### config.mk
export PLATFORM = sky130hd
export DESIGN_NAME = rounded_rect_aa_pixel_shader_core
export DESIGN_NICKNAME = d
export VERILOG_FILES = /design/src/hdl/rrs_pkg.sv /design/src/hdl/rrs_isqrt.sv /design/src/hdl/rounded_rect_aa_pixel_shader_core.sv
export SDC_FILE = /design/constraint.sdc
export NUM_CORES = 2
export LEC_CHECK = 0
export BUFFER_PORTS_ARGS = -buffer_cell sky130_fd_sc_hd__clkbuf_2
export CAP_MARGIN = 20
export CORE_ASPECT_RATIO = 0.6
export CORE_MARGIN = 8
export CORE_UTILIZATION = 45
export DETAILED_ROUTE_END_ITERATION = 8
export PLACE_DENSITY_LB_ADDON = 0.08
export SLEW_MARGIN = 20
export SYNTH_ARGS = -nofsm -noshare
export SYNTH_HDL_FRONTEND = slang
export SYNTH_SLANG_ARGS = --single-unit
### constraint.sdc
create_clock -name clk -period 59.9 [get_ports clk]
set_clock_uncertainty 0.1 [all_clocks]
set_input_delay 0 -clock clk [delete_from_list [all_inputs] [get_ports clk]]
set_output_delay 0 -clock clk [all_outputs]
set_load 0.02 [all_outputs]
### src/hdl/rrs_pkg.sv
// package: payload types, colors, band limits and widths for the rounded-rect shader
package rrs_pkg;

	localparam int MAX_DIM = 1024;
	localparam int DIM_W = 11;
	localparam int RAD_W = 10;
	localparam int Q_W = 13;
	localparam int AX_W = 12;
	localparam int SQ_W = 2 * AX_W;
	localparam int SQRT_VAL_W = 40;
	localparam int DIST_W = 23;
	localparam int NUM_W = 9;
	localparam int T_W = 9;

	localparam logic signed [DIST_W-1:0] HALF_AA = 23'sd154;
	localparam logic signed [DIST_W-1:0] INNER_BORDER = 23'sd230;
	localparam logic signed [DIST_W-1:0] INNER_FRINGE = 23'sd538;
	localparam logic [16:0] AA_HALF_ROUND = 17'd153;
	localparam logic [15:0] RECIP_K = 16'd54649;
	localparam int RECIP_SH = 24;
	localparam logic [T_W-1:0] T_ONE = 9'd256;
	localparam logic [7:0] FAINT_ALPHA = 8'd8;

	localparam logic [7:0] FILL_A = 8'd180;
	localparam logic [7:0] FILL_R = 8'd20;
	localparam logic [7:0] FILL_G = 8'd20;
	localparam logic [7:0] FILL_B = 8'd28;
	localparam logic [7:0] BDR_A = 8'd210;
	localparam logic [7:0] BDR_R = 8'd100;
	localparam logic [7:0] BDR_G = 8'd110;
	localparam logic [7:0] BDR_B = 8'd140;

	localparam logic [1:0] REG_WIDTH = 2'd0;
	localparam logic [1:0] REG_HEIGHT = 2'd1;
	localparam logic [1:0] REG_RADIUS = 2'd2;

	typedef enum logic [2:0] {
		BAND_NONE,
		BAND_OUTER,
		BAND_BORDER,
		BAND_INNER,
		BAND_FILL
	} band_t;

	typedef struct packed {
		logic [9:0] pixel_x;
		logic [9:0] pixel_y;
	} pix_t;

	typedef struct packed {
		logic [7:0] alpha_out;
		logic [7:0] red_out;
		logic [7:0] green_out;
		logic [7:0] blue_out;
	} col_t;

	// per-item data carried alongside the square root
	typedef struct packed {
		logic kill;
		logic signed [Q_W-1:0] mq;
		logic [RAD_W-1:0] rad;
	} side_t;

	function automatic logic [7:0] blend(input logic [7:0] b, input logic [7:0] f,
		input logic [T_W-1:0] t);
		logic [17:0] acc;
		acc = 18'(b) * 18'(t) + 18'(f) * 18'(T_ONE - t) + 18'd128;
		return acc[15:8];
	endfunction

endpackage

### src/hdl/rrs_isqrt.sv
// pipelined integer square root, one result bit per stage, with sideband data
module rrs_isqrt #(
	parameter int VAL_W = rrs_pkg::SQRT_VAL_W,
	parameter int SB_W = 1
) (
	input  logic                 clk,
	input  logic                 arst_n,
	input  logic                 en,
	input  logic                 vld,
	input  logic [VAL_W-1:0]     val,
	input  logic [SB_W-1:0]      sb,
	output logic                 root_vld,
	output logic [VAL_W/2-1:0]   root,
	output logic [SB_W-1:0]      root_sb
);

	localparam int N = VAL_W / 2;

	logic             vld_s [0:N];
	logic [VAL_W-1:0] rem_s [0:N];
	logic [VAL_W-1:0] res_s [0:N];
	logic [SB_W-1:0]  sb_s  [0:N];

	assign vld_s[0] = vld;
	assign rem_s[0] = val;
	assign res_s[0] = '0;
	assign sb_s[0] = sb;

	for (genvar i = 0; i < N; i++) begin : g_stage
		localparam logic [VAL_W-1:0] BIT = VAL_W'(1) << (2 * (N - 1 - i));
		logic [VAL_W-1:0] trial;
		logic [VAL_W-1:0] rem_d;
		logic [VAL_W-1:0] res_d;

		always_comb begin
			trial = res_s[i] + BIT;
			if (rem_s[i] >= trial) begin
				rem_d = rem_s[i] - trial;
				res_d = (res_s[i] >> 1) + BIT;
			end else begin
				rem_d = rem_s[i];
				res_d = res_s[i] >> 1;
			end
		end

		always_ff @(posedge clk or negedge arst_n) begin
			if (!arst_n) begin
				vld_s[i+1] <= 1'b0;
			end else if (en) begin
				vld_s[i+1] <= vld_s[i];
			end
		end

		always_ff @(posedge clk) begin
			if (en) begin
				rem_s[i+1] <= rem_d;
				res_s[i+1] <= res_d;
				sb_s[i+1] <= sb_s[i];
			end
		end
	end

	assign root_vld = vld_s[N];
	assign root = res_s[N][N-1:0];
	assign root_sb = sb_s[N];

endmodule

### src/hdl/rounded_rect_aa_pixel_shader_core.sv
// top level: rounded-rectangle panel shader with anti-aliased edges
//
// Pixel items enter on pix (pix_valid/pix_ready) and ARGB items leave on col
// (col_valid/col_ready), one result per pixel, in order. Panel width, height
// and corner radius are written on the cfg channel (index 0, 1, 2; other
// indexes are dropped); cfg_ready is always high and writes take effect on
// the next pixel, so they belong in idle time between frames.
// From acceptance to col_valid the stages are geometry and squaring, forming
// the radicand, the square root (one result bit per stage), then distance,
// band select, weight and color stages.
// Throughput is one pixel per clock unless the output stalls. All stages
// advance together, so when col_ready is low with a result waiting, the
// whole pipeline holds and pix_ready drops; nothing is lost or repeated.
// Reset clears every valid bit and loads a 64 x 32 panel with radius 8.
module rounded_rect_aa_pixel_shader_core (
	input  logic                    clk,
	input  logic                    arst_n,
	input  logic                    pix_valid,
	output logic                    pix_ready,
	input  rrs_pkg::pix_t           pix,
	output logic                    col_valid,
	input  logic                    col_ready,
	output rrs_pkg::col_t           col,
	input  logic                    cfg_valid,
	output logic                    cfg_ready,
	input  logic [1:0]              cfg_index,
	input  logic [31:0]             cfg_data
);

	localparam int DW = rrs_pkg::DIM_W;
	localparam int RW = rrs_pkg::RAD_W;
	localparam int QW = rrs_pkg::Q_W;
	localparam int DSW = rrs_pkg::DIST_W;
	localparam int VW = rrs_pkg::SQRT_VAL_W;
	localparam int SBW = $bits(rrs_pkg::side_t);

	logic [DW-1:0] width_q, height_q;
	logic [RW-1:0] radius_q;
	logic adv;

	assign cfg_ready = 1'b1;
	assign adv = !col_valid || col_ready;
	assign pix_ready = adv;

	always_ff @(posedge clk or negedge arst_n) begin
		if (!arst_n) begin
			width_q <= 11'd64;
			height_q <= 11'd32;
			radius_q <= 10'd8;
		end else if (cfg_valid) begin
			case (cfg_index)
				rrs_pkg::REG_WIDTH:  width_q <= cfg_data[DW-1:0];
				rrs_pkg::REG_HEIGHT: height_q <= cfg_data[DW-1:0];
				rrs_pkg::REG_RADIUS: radius_q <= cfg_data[RW-1:0];
				default: ;
			endcase
		end
	end

	// stage 1: panel geometry, q in half-pixels
	logic [DW-1:0] w_sat, h_sat, rad_c;
	logic off_panel;
	logic signed [QW-1:0] dxs, dys, adx, ady, qx_d, qy_d;

	always_comb begin
		w_sat = (width_q > DW'(rrs_pkg::MAX_DIM)) ? DW'(rrs_pkg::MAX_DIM) : width_q;
		h_sat = (height_q > DW'(rrs_pkg::MAX_DIM)) ? DW'(rrs_pkg::MAX_DIM) : height_q;
		off_panel = (w_sat == '0) || (h_sat == '0) || ({1'b0, pix.pixel_x} >= w_sat)
			|| ({1'b0, pix.pixel_y} >= h_sat);
		rad_c = {1'b0, radius_q};
		if (rad_c > (w_sat >> 1)) rad_c = w_sat >> 1;
		if (rad_c > (h_sat >> 1)) rad_c = h_sat >> 1;
		dxs = $signed({2'b0, pix.pixel_x, 1'b1}) - $signed({2'b0, w_sat});
		dys = $signed({2'b0, pix.pixel_y, 1'b1}) - $signed({2'b0, h_sat});
		adx = dxs[QW-1] ? -dxs : dxs;
		ady = dys[QW-1] ? -dys : dys;
		qx_d = adx - ($signed({2'b0, w_sat}) - $signed({1'b0, rad_c, 1'b0}));
		qy_d = ady - ($signed({2'b0, h_sat}) - $signed({1'b0, rad_c, 1'b0}));
	end

	logic vld_s1, kill_s1;
	logic signed [QW-1:0] qx_s1, qy_s1;
	logic [RW-1:0] rad_s1;

	// stage 2: squares of the positive parts
	logic vld_s2;
	logic [rrs_pkg::SQ_W-1:0] sqx_s2, sqy_s2;
	rrs_pkg::side_t side_s2;
	logic [rrs_pkg::AX_W-1:0] ax, ay;

	assign ax = (qx_s1 > 0) ? qx_s1[rrs_pkg::AX_W-1:0] : '0;
	assign ay = (qy_s1 > 0) ? qy_s1[rrs_pkg::AX_W-1:0] : '0;

	// stage 3: radicand in Q.8 squared
	logic vld_s3;
	logic [VW-1:0] val_s3;
	rrs_pkg::side_t side_s3;

	logic root_vld;
	logic [VW/2-1:0] root;
	logic [SBW-1:0] root_sb_raw;
	rrs_pkg::side_t root_sb;

	rrs_isqrt #(.VAL_W(VW), .SB_W(SBW)) u_isqrt (
		.clk      (clk),
		.arst_n   (arst_n),
		.en       (adv),
		.vld      (vld_s3),
		.val      (val_s3),
		.sb       (side_s3),
		.root_vld (root_vld),
		.root     (root),
		.root_sb  (root_sb_raw)
	);
	assign root_sb = rrs_pkg::side_t'(root_sb_raw);

	// stage 4: signed distance in Q.8
	logic vld_s4, kill_s4;
	logic signed [DSW-1:0] dist_s4, edge_d;

	assign edge_d = (root != '0) ? $signed({3'b0, root})
		: $signed({{(DSW-QW-7){root_sb.mq[QW-1]}}, root_sb.mq, 7'b0});

	// stage 5: band and weight numerator
	logic vld_s5, kill_s5;
	rrs_pkg::band_t band_s5, band_d;
	logic [rrs_pkg::NUM_W-1:0] num_s5, num_d;
	logic signed [DSW-1:0] num_wide;

	always_comb begin
		num_wide = '0;
		if (dist_s4 >= rrs_pkg::HALF_AA) begin
			band_d = rrs_pkg::BAND_NONE;
		end else if (dist_s4 >= -rrs_pkg::HALF_AA) begin
			band_d = rrs_pkg::BAND_OUTER;
			num_wide = rrs_pkg::HALF_AA - dist_s4;
		end else if (dist_s4 >= -rrs_pkg::INNER_BORDER) begin
			band_d = rrs_pkg::BAND_BORDER;
		end else if (dist_s4 >= -rrs_pkg::INNER_FRINGE) begin
			band_d = rrs_pkg::BAND_INNER;
			num_wide = dist_s4 + rrs_pkg::INNER_FRINGE;
		end else begin
			band_d = rrs_pkg::BAND_FILL;
		end
		num_d = num_wide[rrs_pkg::NUM_W-1:0];
	end

	// stage 6: t = round(num * 256 / 307) through a reciprocal multiply
	logic vld_s6, kill_s6;
	rrs_pkg::band_t band_s6;
	logic [rrs_pkg::T_W-1:0] t_s6, t_d;
	logic [32:0] prod;

	always_comb begin
		prod = 33'({num_s5, 8'b0} + rrs_pkg::AA_HALF_ROUND) * 33'(rrs_pkg::RECIP_K);
		t_d = (prod[32:rrs_pkg::RECIP_SH] > rrs_pkg::T_ONE) ? rrs_pkg::T_ONE
			: prod[32:rrs_pkg::RECIP_SH];
	end

	// stage 7: color
	rrs_pkg::col_t col_d;
	logic [16:0] fringe_a;

	always_comb begin
		fringe_a = 17'(rrs_pkg::BDR_A) * 17'(t_s6) + 17'd128;
		col_d = '0;
		case (band_s6)
			rrs_pkg::BAND_OUTER: begin
				if (fringe_a[15:8] >= rrs_pkg::FAINT_ALPHA) begin
					col_d = '{fringe_a[15:8], rrs_pkg::BDR_R, rrs_pkg::BDR_G,
						rrs_pkg::BDR_B};
				end
			end
			rrs_pkg::BAND_BORDER: col_d = '{rrs_pkg::BDR_A, rrs_pkg::BDR_R,
				rrs_pkg::BDR_G, rrs_pkg::BDR_B};
			rrs_pkg::BAND_INNER: col_d = '{
				rrs_pkg::blend(rrs_pkg::BDR_A, rrs_pkg::FILL_A, t_s6),
				rrs_pkg::blend(rrs_pkg::BDR_R, rrs_pkg::FILL_R, t_s6),
				rrs_pkg::blend(rrs_pkg::BDR_G, rrs_pkg::FILL_G, t_s6),
				rrs_pkg::blend(rrs_pkg::BDR_B, rrs_pkg::FILL_B, t_s6)};
			rrs_pkg::BAND_FILL: col_d = '{rrs_pkg::FILL_A, rrs_pkg::FILL_R,
				rrs_pkg::FILL_G, rrs_pkg::FILL_B};
			default: col_d = '0;
		endcase
		if (kill_s6) col_d = '0;
	end

	always_ff @(posedge clk or negedge arst_n) begin
		if (!arst_n) begin
			vld_s1 <= 1'b0;
			vld_s2 <= 1'b0;
			vld_s3 <= 1'b0;
			vld_s4 <= 1'b0;
			vld_s5 <= 1'b0;
			vld_s6 <= 1'b0;
			col_valid <= 1'b0;
		end else if (adv) begin
			vld_s1 <= pix_valid;
			vld_s2 <= vld_s1;
			vld_s3 <= vld_s2;
			vld_s4 <= root_vld;
			vld_s5 <= vld_s4;
			vld_s6 <= vld_s5;
			col_valid <= vld_s6;
		end
	end

	always_ff @(posedge clk) begin
		if (adv) begin
			kill_s1 <= off_panel;
			qx_s1 <= qx_d;
			qy_s1 <= qy_d;
			rad_s1 <= rad_c[RW-1:0];

			sqx_s2 <= ax * ax;
			sqy_s2 <= ay * ay;
			side_s2.kill <= kill_s1;
			side_s2.mq <= (qx_s1 > qy_s1) ? qx_s1 : qy_s1;
			side_s2.rad <= rad_s1;

			val_s3 <= VW'({(rrs_pkg::SQ_W+1)'(sqx_s2) + (rrs_pkg::SQ_W+1)'(sqy_s2), 14'b0});
			side_s3 <= side_s2;

			kill_s4 <= root_sb.kill;
			dist_s4 <= edge_d - $signed({(DSW-RW-8)'(0), root_sb.rad, 8'b0});

			kill_s5 <= kill_s4;
			band_s5 <= band_d;
			num_s5 <= num_d;

			kill_s6 <= kill_s5;
			band_s6 <= band_s5;
			t_s6 <= t_d;

			col <= col_d;
		end
	end

endmodule
==> reports/results.ini <==
[timing]
fin_ws_ns=50.81
rsz0062_at_grt=false
fmaxAchievable_mhz=110
tns_ns=0
worst_pin_slew_ns=1.21
setup_viol=0
period_needed_ns=9.09
slew_headroom=0.188
slew_viol_final=0
finalCritPeriodShare=0.152
hold_viol_final=0

[clock_network]
htree_levels=4
cts_setup_buffers=0
cts_root_buf=clkbuf_16
clk_pin_slew_ns=0.06
clockBufferDepth=4
cts_buffers=152
clkLatencyLatePin_ns=0.78
cts_tree=done
cts.sinks=1493
ctsResizeCount=0

[logic_synthesis]
ys_seq_area_frac=0.529
synth_warnings=0
synth_area_leaders=edfxtp_1 51%, ha_1 12%, fa_1 7.0%
yosysTopAreaCellShare=0.512
syn_inst=6742
synth_top_area_cell=edfxtp_1
async_reset_ff_frac=0.0395
synth_edf_count=1434
yosys_register_bits=1493
netlist_area_um2=84100
synthFlopType=edfxtp_1
synthDistinctLibCells=94
syn_avg_cell_area_um2=12.5

[routing]
route.detailed.drc=0
routed_via_density=5.31
avgRoutedWirePerCell_um=19.1
drt-initial-drc-count=4177
met1_length_mm=105
wl_mm=183
top_layer_used=met5
first_pass_iters=5
routed-via-count=50800
ant_nets=0
wl_met3_mm=9.84
wl_met2_mm=65.5

[worst_hold_path]
hp-start=pix[18]
hp-class=primary input to flop
holdPathStages=7
min_to=qx_s1[12]$_DFFE_PP_

[grt]
track_usage=0.181
antenna_found_initial=7
grt_pass1_vias=49400
grt_max_degree=210
grt_overflow=0
grt_pass1_wl_mm=289

[die]
fp.dieH_um=351
row_count=123
core_area_um2=187000
die-width_um=574
pin_count=94
dieArea_um2=202000
initial_utilization=0.451

[worst_setup_path]
worstPathMaxFanout=14
crit_required_ns=60.30
rr_worst_depth=33
crit_type=flop to flop
crit_path_top_delay_cell=a21oi_1
endpoint_kind=flop
slowest_delay_ns=0.75
reg2reg_from=width_q[10]$_DFFE_PN0P_
r2r_end=qy_s1[11]$_DFFE_PP_
crit_path_start_kind=flop
arrival_ns=9.49
rrSetupSlack_ns=50.81
crit_top_cell=o21a_1

[finish]
finalNonFillerCells=9558
nets=8091
final_common_cell=edfxtp_1
utilization=0.497
syn_to_final_growth_pct=10.2
final_cell_mix=1434 x edfxtp_1, 804 x inv_1, 788 x ha_1, 383 x nand2_1, 376 x nor2_1
drive_above_1_share=0.0693

[flow_run]
drv_cap=0

[place]
detailedPlace.worstSlack_ns=51.13
place_hpwl_mm=136
gp_congestion=0.851
dp_cells=9254
io_buffers=71

[outcome]
status=finished, final reports clean

-- worst max-delay path by stage --
stage | startpoint | to | cells after the start
6_report | width_q[10]$_DFFE_PN0P_ | qy_s1[11]$_DFFE_PP_ | 33
5_1_grt | width_q[10]$_DFFE_PN0P_ | qy_s1[11]$_DFFE_PP_ | 33
4_1_cts | width_q[10]$_DFFE_PN0P_ | qy_s1[11]$_DFFE_PP_ | 33
3_5_place_dp | width_q[10]$_DFFE_PN0P_ | qy_s1[11]$_DFFE_PP_ | 33
3_3_place_gp | width_q[10]$_DFFE_PN0P_ | qy_s1[11]$_DFFE_PP_ | 31
2_1_floorplan | col_valid$_DFFE_PN0P_ | u_isqrt.vld_s[18]$_DFFE_PN0P_ | 4
-- through the flow --
step                      hold WS (ns)  cell area [µm²]
final                           0.0953            92800
after global routing             0.118            92700
after CTS                       0.0215            92600
after detailed placement        0.0989            87600
after global placement          0.0830            87600
after floorplan                 -0.396            84200
-- area by class of cell --
| type | count | area, µm² |
|---|---|---|
| tap | 2500 | 3130 |
| inverter | 813 | 3050 |
| fill | 16400 | 93800 |
| sequential | 1493 | 44500 |
| timing repair buffer | 145 | 1110 |
| multi-input combinational | 4343 | 36200 |
| clock inverter | 84 | 731 |
| clock buffer | 176 | 3960 |
| antenna | 4 | 10.0 |
-- worst max-delay path: cells and delay by family (launching register included) --
family                     cells  cell delay (ns)
buffers and inverters          3             0.78
and+or+nand+nor                6             0.82
AOI/OAI and AO/OA             19             4.83
DFF                            1             0.48
adders and majority gates      4             1.54
muxes                          1             0.25
-- state kept, by name, summed over array words and instances (netlist names), 9 cells and up --
signal and cells:
radius_q 10, u_isqrt.root_sb 23, u_isqrt.root 20, dist_s4 23
u_isqrt.rem_s 530, width_q 11, qy_s1 12, col 32
val_s3 25, side_s2 23, t_s6 9, side_s3 23
qx_s1 12, rad_s1 10, u_isqrt.sb_s 437, height_q 11
sqy_s2 23, sqx_s2 23, u_isqrt.vld_s 19, num_s5 9
u_isqrt.res_s 190
-- what timing repair did --
action	4_1_cts	5_1_grt
hold endpoints to repair	95	0
setup endpoints to repair	0	0
hold buffers	37	0
-- cell families (layout without fill, tap and decap cells) --
group                    after synthesis  in the layout  share of synthesized area
AND/OR/NAND/NOR                     1527           1527                     0.0901
flip-flops                          1493           1493                      0.529
adder cells (fa/ha/maj)             1084           1084                      0.188
AO/OA/AOI/OAI                       1082           1082                     0.0813
buffers and inverters                909           1218                     0.0411
XOR/XNOR                             522            522                     0.0543
multiplexers                         123            123                     0.0161
other                                  2              9                  0.0000893
-- Yosys cell counts, drive strengths merged (89+ instances only) --
master  count
ha        788
mux2      100
a21oi     312
o21ai     272
a21o      132
xnor2     309
nor4       89
inv       809
nor3      158
nand2     383
nor2      378
edfxtp   1434
fa        296
xor2      213
-- layer usage --
metal  global-route usage  vias to the layer above
li1                     -                    24600
met1                0.316                    25000
met2                0.228                     1062
met3               0.0289                      196
met4               0.0291                        2
met5                    0                        -
Power is left out: the tool's default activity adds up to more than one toggle a clock period on the data nets, which glitch-free logic cannot reach.
